$ cat config.mk
export PLATFORM = sky130hd
export DESIGN_NAME = wildcard_like_matcher_top
export DESIGN_NICKNAME = d
export VERILOG_FILES = /design/src/hdl/wlm_pkg.sv /design/src/hdl/wildcard_like_matcher_top.sv /design/src/hdl/wlm_datapath.sv /design/src/hdl/wlm_controller.sv
export SDC_FILE = /design/constraint.sdc
export NUM_CORES = 1
export LEC_CHECK = 0
export BUFFER_PORTS_ARGS = -buffer_cell sky130_fd_sc_hd__buf_4
export CAP_MARGIN = 15
export CORE_MARGIN = 2
export CORE_UTILIZATION = 45
export DETAILED_ROUTE_END_ITERATION = 16
export PLACE_DENSITY_LB_ADDON = 0.05
export SLEW_MARGIN = 20
export SYNTH_ARGS = -nofsm -noshare
export SYNTH_HDL_FRONTEND = slang
export SYNTH_SLANG_ARGS = --single-unit
$ cat constraint.sdc
create_clock -name clk -period 6 [get_ports clk]
set_clock_uncertainty 0.2 [all_clocks]
set_input_delay 0.6 -clock clk [delete_from_list [all_inputs] [get_ports clk]]
set_output_delay 0.6 -clock clk [all_outputs]
set_load 0.01 [all_outputs]
$ cat src/hdl/wlm_pkg.sv
// Shared constants, codes and controller/datapath interface types for the wildcard matcher.
package wlm_pkg;

  localparam int PATTERN_DEPTH = 64;
  localparam int SUBJECT_DEPTH = 64;
  localparam int CHAR_BITS     = 8;
  localparam int SYMBOL_BITS   = 8;
  localparam int OP_BITS       = 2;
  localparam int CFG_IDX_BITS  = 1;

  localparam int P_LEN_BITS  = $clog2(PATTERN_DEPTH + 1);
  localparam int S_LEN_BITS  = $clog2(SUBJECT_DEPTH + 1);
  localparam int P_ADDR_BITS = (PATTERN_DEPTH > 1) ? $clog2(PATTERN_DEPTH) : 1;
  localparam int S_ADDR_BITS = (SUBJECT_DEPTH > 1) ? $clog2(SUBJECT_DEPTH) : 1;

  localparam logic [OP_BITS-1:0] OP_APPEND_PAT = 2'd0;
  localparam logic [OP_BITS-1:0] OP_APPEND_SUB = 2'd1;
  localparam logic [OP_BITS-1:0] OP_EVALUATE   = 2'd2;

  localparam logic [CFG_IDX_BITS-1:0] REG_ANY_ONE = 1'b0;
  localparam logic [CFG_IDX_BITS-1:0] REG_ANY_RUN = 1'b1;

  localparam logic [SYMBOL_BITS-1:0] ANY_ONE_RESET = 8'd95;
  localparam logic [SYMBOL_BITS-1:0] ANY_RUN_RESET = 8'd37;

  typedef enum logic [1:0] {
    ACT_NONE    = 2'd0,
    ACT_RUN     = 2'd1,
    ACT_ADV     = 2'd2,
    ACT_RESTART = 2'd3
  } wlm_act_t;

  typedef struct packed {
    logic     append_pat;
    logic     append_sub;
    logic     init;
    logic     read;
    wlm_act_t act;
    logic     finish;
    logic     match_bit;
  } wlm_cmd_t;

  typedef struct packed {
    logic sub_left;
    logic pat_left;
    logic pc_run;
    logic pc_hit;
    logic can_restart;
    logic overflow;
  } wlm_status_t;

endpackage

$ cat src/hdl/wildcard_like_matcher_top.sv
// Top level of the wildcard matcher: controller, datapath and configuration port.
// Append transactions are taken while idle and may arrive back to back.
// Evaluate holds busy through each match step (store read in S_CHECK, then compare in S_MATCH),
// then through S_TAIL_CHECK (and S_TAIL for trailing run symbols) for the final pattern check;
// restarts allow up to about (subject_length + 1) * (pattern_length + 1) steps. The result strobe
// rises as busy falls; with overflow set busy stays low and the strobe comes in the next cycle.
// Synchronous reset clears lengths, overflow and controller state and restores both symbols.
module wildcard_like_matcher_top (
  input  logic                             clk,
  input  logic                             rst,
  input  logic                             start,
  output logic                             busy,
  input  logic [wlm_pkg::OP_BITS-1:0]      operation,
  input  logic [wlm_pkg::SYMBOL_BITS-1:0]  symbol,
  output logic                             done,
  output logic                             matched,
  output logic                             overflow,
  input  logic                             cfg_valid,
  output logic                             cfg_ready,
  input  logic [wlm_pkg::CFG_IDX_BITS-1:0] cfg_index,
  input  logic [wlm_pkg::SYMBOL_BITS-1:0]  cfg_data
);
  import wlm_pkg::*;

  wlm_cmd_t    cmd;
  wlm_status_t status;

  assign cfg_ready = 1'b1;

  wlm_controller u_ctrl (
    .clk       (clk),
    .rst       (rst),
    .start     (start),
    .operation (operation),
    .status    (status),
    .busy      (busy),
    .cmd       (cmd)
  );

  wlm_datapath u_dp (
    .clk       (clk),
    .rst       (rst),
    .cmd       (cmd),
    .symbol    (symbol),
    .cfg_write (cfg_valid & cfg_ready),
    .cfg_index (cfg_index),
    .cfg_data  (cfg_data),
    .status    (status),
    .done      (done),
    .matched   (matched),
    .overflow  (overflow)
  );

endmodule

$ cat src/hdl/wlm_datapath.sv
// Datapath: character stores, lengths, match pointers, configuration and result registers.
module wlm_datapath (
  input  logic                             clk,
  input  logic                             rst,
  input  wlm_pkg::wlm_cmd_t                cmd,
  input  logic [wlm_pkg::SYMBOL_BITS-1:0]  symbol,
  input  logic                             cfg_write,
  input  logic [wlm_pkg::CFG_IDX_BITS-1:0] cfg_index,
  input  logic [wlm_pkg::SYMBOL_BITS-1:0]  cfg_data,
  output wlm_pkg::wlm_status_t             status,
  output logic                             done,
  output logic                             matched,
  output logic                             overflow
);
  import wlm_pkg::*;

  logic [CHAR_BITS-1:0]  pat_mem [PATTERN_DEPTH];
  logic [CHAR_BITS-1:0]  sub_mem [SUBJECT_DEPTH];
  logic [CHAR_BITS-1:0]  pc;
  logic [CHAR_BITS-1:0]  sc;
  logic [CHAR_BITS-1:0]  any_one;
  logic [CHAR_BITS-1:0]  any_run;
  logic [P_LEN_BITS-1:0] plen;
  logic [S_LEN_BITS-1:0] slen;
  logic [P_LEN_BITS-1:0] pp;
  logic [S_LEN_BITS-1:0] sp;
  logic [P_LEN_BITS-1:0] rp;
  logic [S_LEN_BITS-1:0] rs;
  logic                  restart_ok;
  logic                  ovf;
  logic                  pat_full;
  logic                  sub_full;
  logic [CHAR_BITS-1:0]  ch;

  assign ch       = symbol[CHAR_BITS-1:0];
  assign pat_full = (plen == P_LEN_BITS'(PATTERN_DEPTH));
  assign sub_full = (slen == S_LEN_BITS'(SUBJECT_DEPTH));

  always_ff @(posedge clk) begin
    if (cmd.append_pat && !pat_full) begin
      pat_mem[plen[P_ADDR_BITS-1:0]] <= ch;
    end
    if (cmd.append_sub && !sub_full) begin
      sub_mem[slen[S_ADDR_BITS-1:0]] <= ch;
    end
  end

  always_ff @(posedge clk) begin
    if (cmd.read) begin
      pc <= pat_mem[pp[P_ADDR_BITS-1:0]];
      sc <= sub_mem[sp[S_ADDR_BITS-1:0]];
    end
  end

  always_ff @(posedge clk) begin
    if (rst) begin
      any_one <= ANY_ONE_RESET[CHAR_BITS-1:0];
      any_run <= ANY_RUN_RESET[CHAR_BITS-1:0];
    end else if (cfg_write) begin
      unique case (cfg_index)
        REG_ANY_ONE: any_one <= cfg_data[CHAR_BITS-1:0];
        REG_ANY_RUN: any_run <= cfg_data[CHAR_BITS-1:0];
        default: ;
      endcase
    end
  end

  always_ff @(posedge clk) begin
    if (rst) begin
      plen <= '0;
      slen <= '0;
      ovf  <= 1'b0;
      done <= 1'b0;
    end else begin
      done <= cmd.finish;
      if (cmd.finish) begin
        plen <= '0;
        slen <= '0;
        ovf  <= 1'b0;
      end else begin
        if (cmd.append_pat) begin
          if (pat_full) begin
            ovf <= 1'b1;
          end else begin
            plen <= plen + 1'b1;
          end
        end
        if (cmd.append_sub) begin
          if (sub_full) begin
            ovf <= 1'b1;
          end else begin
            slen <= slen + 1'b1;
          end
        end
      end
    end
  end

  always_ff @(posedge clk) begin
    if (cmd.finish) begin
      matched  <= cmd.match_bit & ~ovf;
      overflow <= ovf;
    end
  end

  always_ff @(posedge clk) begin
    if (cmd.init) begin
      pp         <= '0;
      sp         <= '0;
      rp         <= '0;
      rs         <= '0;
      restart_ok <= 1'b0;
    end else begin
      unique case (cmd.act)
        ACT_RUN: begin
          pp         <= pp + 1'b1;
          rp         <= pp + 1'b1;
          rs         <= sp;
          restart_ok <= 1'b1;
        end
        ACT_ADV: begin
          pp <= pp + 1'b1;
          sp <= sp + 1'b1;
        end
        ACT_RESTART: begin
          pp <= rp;
          rs <= rs + 1'b1;
          sp <= rs + 1'b1;
        end
        default: ;
      endcase
    end
  end

  always_comb begin
    status.sub_left    = (sp < slen);
    status.pat_left    = (pp < plen);
    status.pc_run      = (pc == any_run);
    status.pc_hit      = (pc == any_one) || (sc == pc);
    status.can_restart = restart_ok;
    status.overflow    = ovf;
  end

endmodule

$ cat src/hdl/wlm_controller.sv
// Controller: sequences appends and the greedy match walk with a single restart point.
module wlm_controller (
  input  logic                        clk,
  input  logic                        rst,
  input  logic                        start,
  input  logic [wlm_pkg::OP_BITS-1:0] operation,
  input  wlm_pkg::wlm_status_t        status,
  output logic                        busy,
  output wlm_pkg::wlm_cmd_t           cmd
);
  import wlm_pkg::*;

  typedef enum logic [4:0] {
    S_IDLE       = 5'b00001,
    S_CHECK      = 5'b00010,
    S_MATCH      = 5'b00100,
    S_TAIL_CHECK = 5'b01000,
    S_TAIL       = 5'b10000
  } state_t;

  state_t state;
  state_t state_next;

  always_ff @(posedge clk) begin
    if (rst) begin
      state <= S_IDLE;
    end else begin
      state <= state_next;
    end
  end

  assign busy = (state != S_IDLE);

  always_comb begin
    state_next = state;
    cmd        = '0;
    cmd.act    = ACT_NONE;
    unique case (state)
      S_IDLE: begin
        if (start) begin
          case (operation)
            OP_APPEND_PAT: cmd.append_pat = 1'b1;
            OP_APPEND_SUB: cmd.append_sub = 1'b1;
            OP_EVALUATE: begin
              if (status.overflow) begin
                cmd.finish = 1'b1;
              end else begin
                cmd.init   = 1'b1;
                state_next = S_CHECK;
              end
            end
            default: ;
          endcase
        end
      end
      S_CHECK: begin
        if (status.sub_left) begin
          cmd.read   = 1'b1;
          state_next = S_MATCH;
        end else begin
          state_next = S_TAIL_CHECK;
        end
      end
      S_MATCH: begin
        if (status.pat_left && status.pc_run) begin
          cmd.act    = ACT_RUN;
          state_next = S_CHECK;
        end else if (status.pat_left && status.pc_hit) begin
          cmd.act    = ACT_ADV;
          state_next = S_CHECK;
        end else if (status.can_restart) begin
          cmd.act    = ACT_RESTART;
          state_next = S_CHECK;
        end else begin
          cmd.finish = 1'b1;
          state_next = S_IDLE;
        end
      end
      S_TAIL_CHECK: begin
        if (status.pat_left) begin
          cmd.read   = 1'b1;
          state_next = S_TAIL;
        end else begin
          cmd.finish    = 1'b1;
          cmd.match_bit = 1'b1;
          state_next    = S_IDLE;
        end
      end
      S_TAIL: begin
        if (status.pc_run) begin
          cmd.act    = ACT_RUN;
          state_next = S_TAIL_CHECK;
        end else begin
          cmd.finish = 1'b1;
          state_next = S_IDLE;
        end
      end
      default: begin
        state_next = S_IDLE;
      end
    endcase
  end

endmodule
# Word-level counts from Yosys, hierarchy flattened
# Memories as Yosys holds them, arrays and structs flattened. A register that Yosys moved wholly into a read port is not among the register bits.
# Cells that the tools add are included.
# classes
addsub	5
multipliers	0
div	0
n_lt_le_gt_ge	2
n_eq_ne	19
shift	0
n_mux	45
bitwise_logic	5
n_reduce_logical	18
# ops
op	count
$pmux W7 S2	3
$add A7 B1 Y7 const B	5
$mux W5	5
$pmux W5 S5	1
$eq A8 B8 Y1	3
$mux W1	23
$eq A7 B7 Y1 const B	2
$lt A7 B7 Y1	2
$mux W2	6
$mux W4	2
$reduce_and A2 Y1	4
$eq A2 B2 Y1 const B	3
$mux W3	2
$ne A2 B2 Y1 const B	3
$reduce_bool A2 Y1	3
$eq A5 B1 Y1 const B	1
$eq A5 B2 Y1 const B	1
$eq A5 B3 Y1 const B	1
$eq A5 B4 Y1 const B	1
$eq A5 B5 Y1 const B	1
$ne A5 B1 Y1 const B	1
$eq A2 B1 Y1 const B	2
$logic_and A1 B1 Y1	4
$not A1 Y1	4
9 further kinds	11
# word_totals
register_bits	68
latchBits	0
ram_bits	1024
rom_bits	0
out_inout_bits	5
word_cells	110
memories	2
# mem_list
name	words	width	read_ports	rd_ports_with_merged_regs	wr	line_no	text
u_dp.pat_mem	64	8	1	1	1	wlm_datapath.sv:17	logic [CHAR_BITS-1:0] pat_mem [PATTERN_DEPTH];
u_dp.sub_mem	64	8	1	1	1	wlm_datapath.sv:18	logic [CHAR_BITS-1:0] sub_mem [SUBJECT_DEPTH];

# Logic depth before layout (Yosys ltp)
# Gate-level depths: netlist (run 1).
# depth
depth_word	9
ltp_mapped	13
mapped_depth_nobuf	10

# Cells and area by module
# A second synthesis (run 1) with hierarchy kept.
# hier_totals
cells_unflattened	2375
hier_area_um2	44106.1
# by_module_without_submodules
module	n_inst	cells_per_inst	area_per_inst_um2	seq_area_each_um2
wlm_datapath	1	2320	43671.9	32511.2
wlm_controller	1	53	422.9	100.1
wildcard_like_matcher_top	1	2	11.3	0.0

# Least setup slack after synthesis (run 1)
# No wires, ideal clock.
# synth_timing
kind	register -> register
from	reg u_dp.sp[1]
to	reg u_dp.sc[0], read port of u_dp.sub_mem (data pin)
arrival_ps	2398
required_time_ps	5528
slack_ps	3130
path_stages_with_launch	7
synth_period_minus_slack_ps	2870
path_cell_list	dfxtp_1 > clkbuf_1 > clkbuf_1 > buf_1 > mux4_2 > mux4_2 > mux4_2
# synth_via
elab_chain_cells	3
# synth_rtl
item	line_no	text
start, declared	wlm_datapath.sv:26	logic [S_LEN_BITS-1:0] sp;
start signal, assigned	wlm_datapath.sv:123	sp <= sp + 1'b1;
start signal, assigned	wlm_datapath.sv:128	sp <= rs + 1'b1;
$lt A7 B7 Y1	wlm_datapath.sv:136	status.sub_left = (sp < slen);
$mux W1	wlm_controller.sv:57	if (status.sub_left) begin
$pmux W1 S2	wlm_controller.sv:38	unique case (state)
end, declared	wlm_datapath.sv:20	logic [CHAR_BITS-1:0] sc;
# Parallel ways exist; a longest one is shown, timed or not.
# A chain may end at the register's enable or synchronous reset.

# Worst setup path after layout (run 1)
# layout_timing
from	reg u_ctrl.state[1]
to	mem u_dp.pat_mem[23][7] (enable)
# layout_via
elab_chain_cells	5
# layout_rtl
item	line_no	text
start, declared	wlm_controller.sv:21	state_t state;
start signal, assigned	wlm_controller.sv:28	state <= state_next;
$eq A5 B1 Y1	wlm_controller.sv:38	
$mux W3	wlm_controller.sv:38	
$logic_and A1 B1 Y1	wlm_datapath.sv:40	if (cmd.append_pat && !pat_full) begin
$mux W1	wlm_datapath.sv:40	
$mux W1 (not written as such)	wlm_datapath.sv:41	pat_mem[plen[P_ADDR_BITS-1:0]] <= ch;
end, declared	wlm_datapath.sv:17	
# Every way passes these cells.

==> results of run 1 <==
==> logic make-up (layout without fill, tap and decap cells) <==
kind of cell	Yosys count	count (layout)
compound gates	97	97
mux	355	355
fa+ha+maj	20	20
xor+xnor	43	43
simple gates	342	342
flops	1108	1108
buf+inv	122	291
other cells	1	3
==> power by group through the flow <==
| stage | combinational (uW) | clock, uW | sequential, uW |
|---|---|---|---|
| finish | 616 | 6910 | 8510 |
| global route | 664 | 7350 | 8510 |
| CTS | 624 | 7050 | 8520 |
| floorplan | 337 | 0 | 8660 |
| global placement | 608 | 0 | 8680 |
| detailed placement | 619 | 0 | 8680 |
==> repair_timing <==
| action | 4_1_cts | 5_1_grt |
|---|---|---|
| endpoints found under the hold margin | 16 | 0 |
| setup buffers | 0 | 0 |
| hold buffers | 8 | 0 |
==> per-layer routing <==
layer / global-route usage [%] / vias up / wire length [um]
li1: - / 8781 / -
met1: 32.9 / 11343 / 48900
met2: 31.9 / 597 / 48000
met3: 3.61 / 120 / 5720
met4: 5.00 / 0 / 1730
met5: 0 / - / 0
==> stage by stage <==
| step | utilization (%) | instance area, um2 | instances | setup WS [ns] |
|---|---|---|---|---|
| CTS | 50.8 | 49000 | 3532 | 2.02 |
| global route | 50.8 | 49000 | 3533 | 1.81 |
| detailed placement | 46.9 | 45300 | 3311 | 2.03 |
| finish | 50.8 | 49000 | 3535 | 2.02 |
| global placement | 46.9 | 45300 | 3311 | 2.06 |
| floorplan | - | 43800 | 2088 | 3.13 |
==> worst max-delay path, delay by kind of cell, from the launching register on <==
family           cells  cell delay [ns]
flip-flops           1             0.35
AND/OR/NAND/NOR      6             3.05
==> registers in the layout, summed over array words and instances, names as in the netlist <==
| name | flops |
|---|---|
| u_dp.done | 1 |
| u_dp.restart_ok | 1 |
| u_dp.rs | 7 |
| u_dp.sc | 8 |
| u_dp.pc | 8 |
| u_dp.pp | 7 |
| u_dp.any_run | 8 |
| u_dp.plen | 7 |
| u_dp.pat_mem | 512 |
| u_dp.sp | 7 |
| u_ctrl.state | 5 |
| u_dp.ovf | 1 |
| u_dp.overflow | 1 |
| u_dp.any_one | 8 |
| u_dp.rp | 7 |
| u_dp.matched | 1 |
| u_dp.slen | 7 |
| u_dp.sub_mem | 512 |
==> worst min path at each step <==
stage	from	to	slack, ns	cells after the start
3_3_place_gp	u_dp.rp[0]	u_dp.pp[0]	0.23	2
4_1_cts	rst	u_dp.done	0.05	2
2_1_floorplan	u_dp.rp[0]	u_dp.pp[0]	0.23	2
3_5_place_dp	u_dp.rp[0]	u_dp.pp[0]	0.24	2
6_report	rst	u_dp.done	0.09	2
5_1_grt	rst	u_dp.any_one[7]	0.08	2
==> layout by cell type, fill, tap and decap left out, drive strengths merged, types with 9 or more instances in the layout <==
master / count
a21o: 9
a21oi: 36
and3: 11
buf: 51
bufinv: 9
clkbuf: 148
clkinv: 54
dfxtp: 66
edfxtp: 1042
ha: 19
inv: 18
mux2i: 13
mux4: 336
nand2: 62
nand3: 29
nor2: 181
nor2b: 12
o21ai: 17
xnor2: 27
xor2: 16
==> area by class of cell <==
cell class | count | area [um2]
Timing Repair Buffer | 59 | 533
Multi-Input combinational cell | 858 | 10600
Sequential cell | 1108 | 32600
Inverter | 19 | 71.3
Clock buffer | 148 | 3070
Fill cell | 7575 | 47500
Antenna cell | 2 | 5.00
Tap cell | 1276 | 1600
Clock inverter | 65 | 573
==> run metrics, run 1 <==
status complete, no violations; Post-synth EDFFs around 1000; leakage about 0.015 uW; predominant post-synthesis flop cell edfxtp_1; area leader, netlist edfxtp_1; area share of fa/ha/maj cells after synthesis 0.566%; Reg2Reg Depth 6; # IOs 28; clk_lat worst skew 0.69 ns; vias in the first global route approximately 21000; CTS H-Tree Depth 3; Synth Area in Compound Gates under 10%; WL per Instance 29.5 um; worst rel slew slack 26.4%; Post-Route WL ~100000 um; setup slack, reg-to-reg 2.02 ns; Yosys reg bits 1108; clock slew seen by the registers of the worst setup and hold paths 0.06 ns; Num CTS Buffers around 110; full die area 0.0998 mm2; clock share of power between 40% and 50%; min Tclk post-route 3.98 ns; Internal Pwr Total 12700 uW; XOR/XNOR share of the synthesized area 0.860%; drt drc 0; Crit path required time 6.10 ns; ys async rst share 0%; CP startpoint u_ctrl.state[1]; Critical Path AT 4.09 ns; r2r endpoint u_dp.pat_mem[23][7]; Logic pwr share 3.8%; Die H approximately 320 um; largest net degree at the start of global routing between 100 and 150; Critical Path Sink u_dp.pat_mem[23][7]; R2R Path Start u_ctrl.state[1]; Syn. warnings 0; Most common cell on crit path nor2_1; gr usage total 21.3%; GPL Wtd Cong 0.774; HPWL after DPL about 64000 um; Sw Pwr 3350 uW; Post-Synthesis Cells between 2000 and 2500; Die X around 320 um; Synth Area in Simple Gates 3.48%; total gr overflow 0; CP Class flip-flop to flip-flop; Fin Setup TNS 0 ns; Cell Rows 114; CP max stage delay between 1 and 1.5 ns; post_cts resized 0; Yosys top cell area share 71.5%; synth cell count leaders edfxtp_1 (1042), mux4_2 (336), nor2_1 (181), dfxtp_1 (66), nand2_1 (62); Unique masters post-synth 55; Hold Crit Class primary input to flip-flop; Avg Inst Size Synth 21.0 um2; Routed Antenna Nets 0; CTS Sinks 1108; Clock Tree Root clkbuf_16; via/cell ratio about 5.9; Worst IR Drop VDD 0.000239 V; Critical Path Fanout Max 11; Area growth syn-to-layout 12.0%; top-count cell post-synth edfxtp_1; main combinational cell family by area after synthesis multiplexers; Max Slew Vio Count 0; Design Power 16000 uW; crit-path cells nor2_1 > and3_1 > nand2_1 > nor4_2 > nand3_1 > nor2_1; final hold violation count 0; register area share after synthesis about 75%; Max-cap violations 0; fin nets between 2000 and 2500; crit share post-route 66.4%; Pre-antenna DRT Iters 5; CTS tree yes; dominant cells by area after synthesis edfxtp_1 (71%), mux4_2 (17%), dfxtp_1 (3.0%); Port-buffer cells 26; RSZ-0062 raised after global routing no; switch share 20.9%; initial antenna violation count 2; Post-Syn Area 0.0438 mm2; first-pass GRT wire length ~150000 um; Worst path slowest cell nor2_1; Pwr per Cell Area ~330 mW/mm2; final setup fails 0; initial drt markers 2172; share of cells above drive strength 1 25.5%; Initial Util 45.3%; via count 20841; sequential power share 53.1%; FMAX 251 MHz; Least-Margin Pin Slew ~1.1 ns; Worst Hold Margin 0.0905 ns; mux share of post-synthesis cell area 17.7%; startpoint class of the critical path flip-flop; Core Region roughly 0.097 mm2; CTS Buffer Depth 3; CP endpoint kind flip-flop; syn nets 2130
Power figures use the tool's default switching activity.
==> run 2: changes to the inputs <==
--- a/config.mk
+++ b/config.mk
@@ -5,6 +5,7 @@
 export SDC_FILE = /design/constraint.sdc
 export NUM_CORES = 1
 export LEC_CHECK = 0
+export ABC_AREA = 1
 export BUFFER_PORTS_ARGS = -buffer_cell sky130_fd_sc_hd__buf_4
 export CAP_MARGIN = 15
 export CORE_MARGIN = 2
==> constraint.sdc (replaced) <==
create_clock -name clk -period 3.5 [get_ports clk]
set_clock_uncertainty 0.2 [all_clocks]
set_input_delay 0.35 -clock clk [delete_from_list [all_inputs] [get_ports clk]]
set_output_delay 0.35 -clock clk [all_outputs]
set_load 0.01 [all_outputs]
==> run 2 against run 1 <==
Register-to-register slack worse by 1.5 ns. Combinational power is 66% higher. Die area is 2.2% higher. Fmax up 34%. Global-route usage grew 4.2 points. Largest power group unchanged.
==> run metrics, run 2 <==
clock slew seen by the registers of the worst setup and hold paths 0.06 ns; Unique masters post-synth 46; Cell Rows 115; Post-Syn Area 0.0447 mm2; full die area just over 0.1 mm2; setup slack, reg-to-reg 0.52 ns; leakage 0.0174 uW; HPWL after DPL 81800 um; Syn. warnings 0; share of cells above drive strength 1 12.1%; # IOs 28; Core Region 0.0984 mm2; predominant post-synthesis flop cell edfxtp_1; status complete, no violations; M1 wire length between 50000 and 60000 um; drt drc 0; Fin Setup TNS 0 ns; synth cell count leaders edfxtp_1 (1042), nor2_1 (696), o21ai_0 (533), nand2_1 (292), clkbuf_1 (169); Clock Tree Root clkbuf_16; initial drt markers 2934; crit share post-route 85.2%; Initial Util 45.5%; Post-synth EDFFs between 1000 and 1500; Hold Crit Class primary input to flip-flop; Pwr per Cell Area 544 mW/mm2; most frequent cells in the layout edfxtp_1 (1042), nor2_1 (694), o21ai_0 (533), nand2_1 (292), buf_4 (229); Top Layer Used met4; Critical Path AT 3.40 ns; Least-Margin Pin Slew just under 1 ns; syn nets 3651; worst rel slew slack 35.2%; Die H about 320 um; Post-Synthesis Cells 3609; via count 29733; Max-cap violations 0; first-pass GRT wire length ~190000 um; CTS tree yes; met2 wire len ~66000 um; ys async rst share 0%; register area share after synthesis ~73%; Yosys top cell area share 69.9%; Post-DP Area 0.0475 mm2; CTS Buffer Depth 3; GPL Wtd Cong between 0.8 and 0.9; Routed Antenna Nets 0; min Tclk post-route 2.98 ns; Design Power 28100 uW; Port-buffer cells 26; largest net degree at the start of global routing 113; CTS H-Tree Depth 3; WL per Instance 25.3 um; vias in the first global route 29612; Pre-antenna DRT Iters 5; number of diodes 0; final hold violation count 0; most common cell after layout, fill and taps aside edfxtp_1; hold_buf cts 28; CTS Sinks roughly 1100; startpoint class of the critical path flip-flop; Max Slew Vio Count 0; Avg Inst Size Synth 12.4 um2; Die X 319 um; FMAX about 340 MHz; Final Instance Area 0.0517 mm2; via/cell ratio 5.75; post-CTS setup buffer count 0; fin nets 3823; met3 wire len 6720 um; Area growth syn-to-layout 15.5%; initial antenna violation count 0; Critical Path Fanout Max 17; Final WS setup 0.519 ns; dpl ws 0.562 ns; final setup fails 0; post_cts resized 0; top-count cell post-synth edfxtp_1; CP endpoint kind flip-flop; filler cell count 8517; gr usage total 25.4%; Crit path required time 3.92 ns; RSZ-0062 raised after global routing no; post-route core utilization 52.5%; clk_lat worst skew around 0.7 ns; area leader, netlist edfxtp_1; dominant cells by area after synthesis edfxtp_1 (70%), o21ai_0 (6.0%), nor2_1 (5.8%); Worst IR Drop VDD 0.000441 V; CP Class flip-flop to flip-flop; total gr overflow 0; Yosys reg bits 1108; Post-Route WL 131000 um; Num CTS Buffers 118
==> run 2: cell types whose count changed after synthesis, moves of 139 or more <==
cell / previous run / this run
nor2_1: 181 / 696
mux4_2: 336 / 0
nand3_1: 29 / 168
o21ai_0: 14 / 533
o22ai_1: 5 / 155
nand2_1: 62 / 292
==> run 2: layer usage <==
layer,vias up,track usage [%]
met5,-,0
met4,0,10.1
met3,224,3.03
met2,998,44.0
met1,14903,32.7
li1,13608,-
==> run 2: final cells by class <==
type                       count  area [um2]  area share [%]
sequential                  1108       32600            63.1
timing repair buffer         273        2320            4.49
clock buffer                 146        3130            6.06
multi-input combinational   2175       10800            20.9
tap                         1287        1610            3.12
inverter                     105         407           0.787
clock inverter                79         776            1.50
==> run 2: final timing paths <==
check                             startpoint                 end  cells after the start
worst min-delay path               symbol[0]  u_dp.sub_mem[3][0]                      1
worst max-delay path            u_dp.plen[4]          u_dp.pp[1]                     12
worst max register to register  u_dp.plen[4]          u_dp.pp[1]                     12
worst min register to register    u_dp.rp[2]          u_dp.rp[2]                      2
==> run 2: critical path: stages (launching register included) <==
cell	delay, ns
dfxtp_1	0.47
inv_1	0.19
ha_1	0.33
a21oi_1	0.07
o21ai_0	0.31
a21oi_4	0.11
nand2_1	0.11
nand2_1	0.09
nand2_4	0.18
clkinv_2	0.25
nand2_2	0.28
nand3_1	0.10
a21oi_1	0.20
==> run 2: logic make-up after synthesis <==
kind of cell	after synthesis	share of synthesized area, %
XOR/XNOR	29	0.568
AND/OR/NAND/NOR	1234	11.5
adder cells (fa/ha/maj)	19	0.531
other	1	0.00838
flip-flops	1108	72.9
buffers and inverters	326	2.95
AO/OA/AOI/OAI	892	11.6
==> run 2: report_power, final <==
part	leakage [uW]	internal [uW]	total (uW)	switching, uW
registers	0.00991	14500	14600	37.8
clock network	0.00189	7370	12600	5180
logic	0.00562	272	1020	744
total	0.0174	22200	28100	5960
==> run 2: through the flow <==
step	hold slack, ns	std cells
finish	0.0293	5173
global route	0.0306	5173
CTS	0.00151	5173
detailed placement	0.254	4920
global placement	0.255	4920
floorplan	0.219	3609
==> run 3: changes to the inputs <==
==> constraint.sdc (replaced) <==
create_clock -name clk -period 2.7 [get_ports clk]
set_clock_uncertainty 0.2 [all_clocks]
set_input_delay 0.27 -clock clk [delete_from_list [all_inputs] [get_ports clk]]
set_output_delay 0.27 -clock clk [all_outputs]
set_load 0.01 [all_outputs]
==> run 3 against run 2 <==
Register-to-register slack lost 0.46 ns. Cell area up 2.3%. Clock power grew 21%. Sequential power grew 29%. Sequential cell count unchanged. Combinational power is 43% higher. Largest cell class unchanged. Largest power group unchanged.
==> run metrics, run 3 (synthesis results as in run 2) <==
HPWL after DPL approximately 82000 um; sequential power share 53.0%; Hold Path Origin cfg_data[3]; Hold Crit Class primary input to flip-flop; first-pass GRT wire length 191000 um; R2R Path Start u_dp.pp[0]; Critical Path Fanout Max 74; Max Slew Vio Count 0; clock slew seen by the registers of the worst setup and hold paths 0.06 ns; min Tclk post-route 2.65 ns; Reg2Reg Depth 9; CP Class flip-flop to flip-flop; Num CTS Buffers 115; Pwr per Cell Area 674 mW/mm2; Top Family by Delay on Critical Path simple AND/OR/NAND/NOR gates; via/cell ratio roughly 5.7; Area growth syn-to-layout 18.1%; Initial Util 45.5%; Clock Tree Root clkbuf_16; CTS tree yes; most common cell after layout, fill and taps aside edfxtp_1; Port-buffer cells 26; final setup fails 0; GPL Wtd Cong 0.869; Die H 319 um; CTS Buffer Depth 3; WL per Instance 24.2 um; number of diodes 0; FMAX 378 MHz; filler cell count 8382; initial antenna violation count 2; hold depth 4; Buf+Inv Stages, Crit Path 3; Worst path slowest cell dfxtp_4; Sw Pwr 7620 uW; vias in the first global route a little under 30000; clk_lat worst skew 0.71 ns; full die area 0.102 mm2; Internal Pwr Total 28000 uW; worst rel slew slack 57.2%; Die X 319 um; gr usage total 24.9%; fin nets slightly below 4000; CTS Sinks between 1000 and 1500; status complete, no violations; CP max stage delay 0.46 ns; Pre-antenna DRT Iters 6; Core Region 0.0984 mm2; Post-Route WL approximately 130000 um; Least-Margin Pin Slew approximately 0.64 ns; # IOs 28; initial drt markers 2916; setup slack, reg-to-reg approximately 0.054 ns; dpl ws 0.00922 ns; Most common cell on crit path nand3_1; crit share post-route 98.0%; Critical Path AT 3.01 ns; Worst IR Drop VDD 0.000523 V; worst min-delay path endpoint u_dp.any_one[3]; placed insts just over 5000; non-filler cells, final 5292; Max-cap violations 0; CTS H-Tree Depth 3; Routed Antenna Nets 0; leakage 0.0181 uW; total gr overflow 0; crit-path cells buf_4 > buf_12 > o21ai_0 > o221ai_1 > nand3_1 > nand3_1 > nand2_1 > nand3_1 > buf_4; clock share of power 42.9%; via count 30255; Post-DP Area 0.0487 mm2; most frequent cells in the layout edfxtp_1 (1042), nor2_1 (687), o21ai_0 (531), buf_4 (320), nand2_1 (288); Crit path required time 3.06 ns; CP endpoint kind flip-flop; Final WS setup 0.0540 ns; drt drc 0; final hold violation count 0; Cell Rows around 120; switch share 21.4%; largest net degree at the start of global routing 77; share of cells above drive strength 1 between 15 and 20%; Logic pwr share 4.1%; Final Instance Area roughly 0.053 mm2; startpoint class of the critical path flip-flop; r2r endpoint u_dp.pc[3]; Design Power approximately 36000 uW
==> run 3: stage by stage <==
| step | setup TNS (ns) | util (%) | hold WS, ns |
|---|---|---|---|
| finish | 0 | 53.7 | 0.156 |
| global route | -0.00811 | 53.7 | 0.134 |
| CTS | 0 | 53.5 | 0.107 |
| detailed placement | 0 | 49.5 | 0.259 |
| global placement | -0.0152 | 49.5 | 0.256 |
| floorplan | 0 | - | 0.139 |
==> run 3: area by class of cell <==
cell class                      instances  area, um2  share of cell area [%]
Sequential cell                      1108      32600                    61.7
Timing Repair Buffer                  399       3650                    6.90
Tap cell                             1287       1610                    3.05
Clock inverter                         77        603                    1.14
Inverter                              105        418                   0.791
Clock buffer                          140       3030                    5.74
Timing Repair inverter                  1       8.76                  0.0166
Multi-Input combinational cell       2175      10900                    20.6
==> run 3: repair_timing <==
item / 4_1_cts / 5_1_grt
setup endpoints to repair: 1 / 251
pin swaps: 0 / 3
setup buffers: 0 / 7
endpoints found under the hold margin: 393 / 0
gates cloned: 0 / 1
gates resized for setup: 1 / 39
hold buffers: 30 / 0
==> run 3: power by group through the flow <==
stage	clock, uW	sequential (uW)	combinational, uW
after floorplan	0	19200	559
after global placement	0	19200	1380
after detailed placement	0	19200	1390
after CTS	15600	18900	1430
after global routing	16300	18900	1570
final	15300	18900	1460
==> run 3: worst reg2reg max path: cells and delay by family, from the launching register on <==
| family | cells | cell delay, ns |
|---|---|---|
| buf+inv | 3 | 0.58 |
| simple gates | 4 | 0.69 |
| compound gates | 2 | 0.58 |
| flops | 1 | 0.46 |
==> run 3: metal layers <==
layer  vias to the layer above  global-route usage, %  wire length, um
li1                      13897                      -                -
met1                     15167                   32.7            54200
met2                       958                   42.6            63500
met3                       229                   3.31             6130
met4                         4                   8.23             4360
met5                         -                      0               22
==> run 3: worst max-delay path by stage <==
stage	startpoint	endpoint	slack, ns	cells after the start
2_1_floorplan	u_ctrl.state[3]	u_dp.pat_mem[39][0]	0.09	9
5_1_grt	u_dp.slen[0]	u_dp.sub_mem[10][5]	-0.005	10
4_1_cts	u_ctrl.state[1]	u_dp.sub_mem[34][7]	0.002	10
6_report	u_dp.pp[0]	u_dp.pc[3]	0.05	9
3_3_place_gp	u_dp.sp[0]	u_dp.sc[5]	-0.02	8
3_5_place_dp	u_dp.sp[0]	u_dp.sc[5]	0.009	8
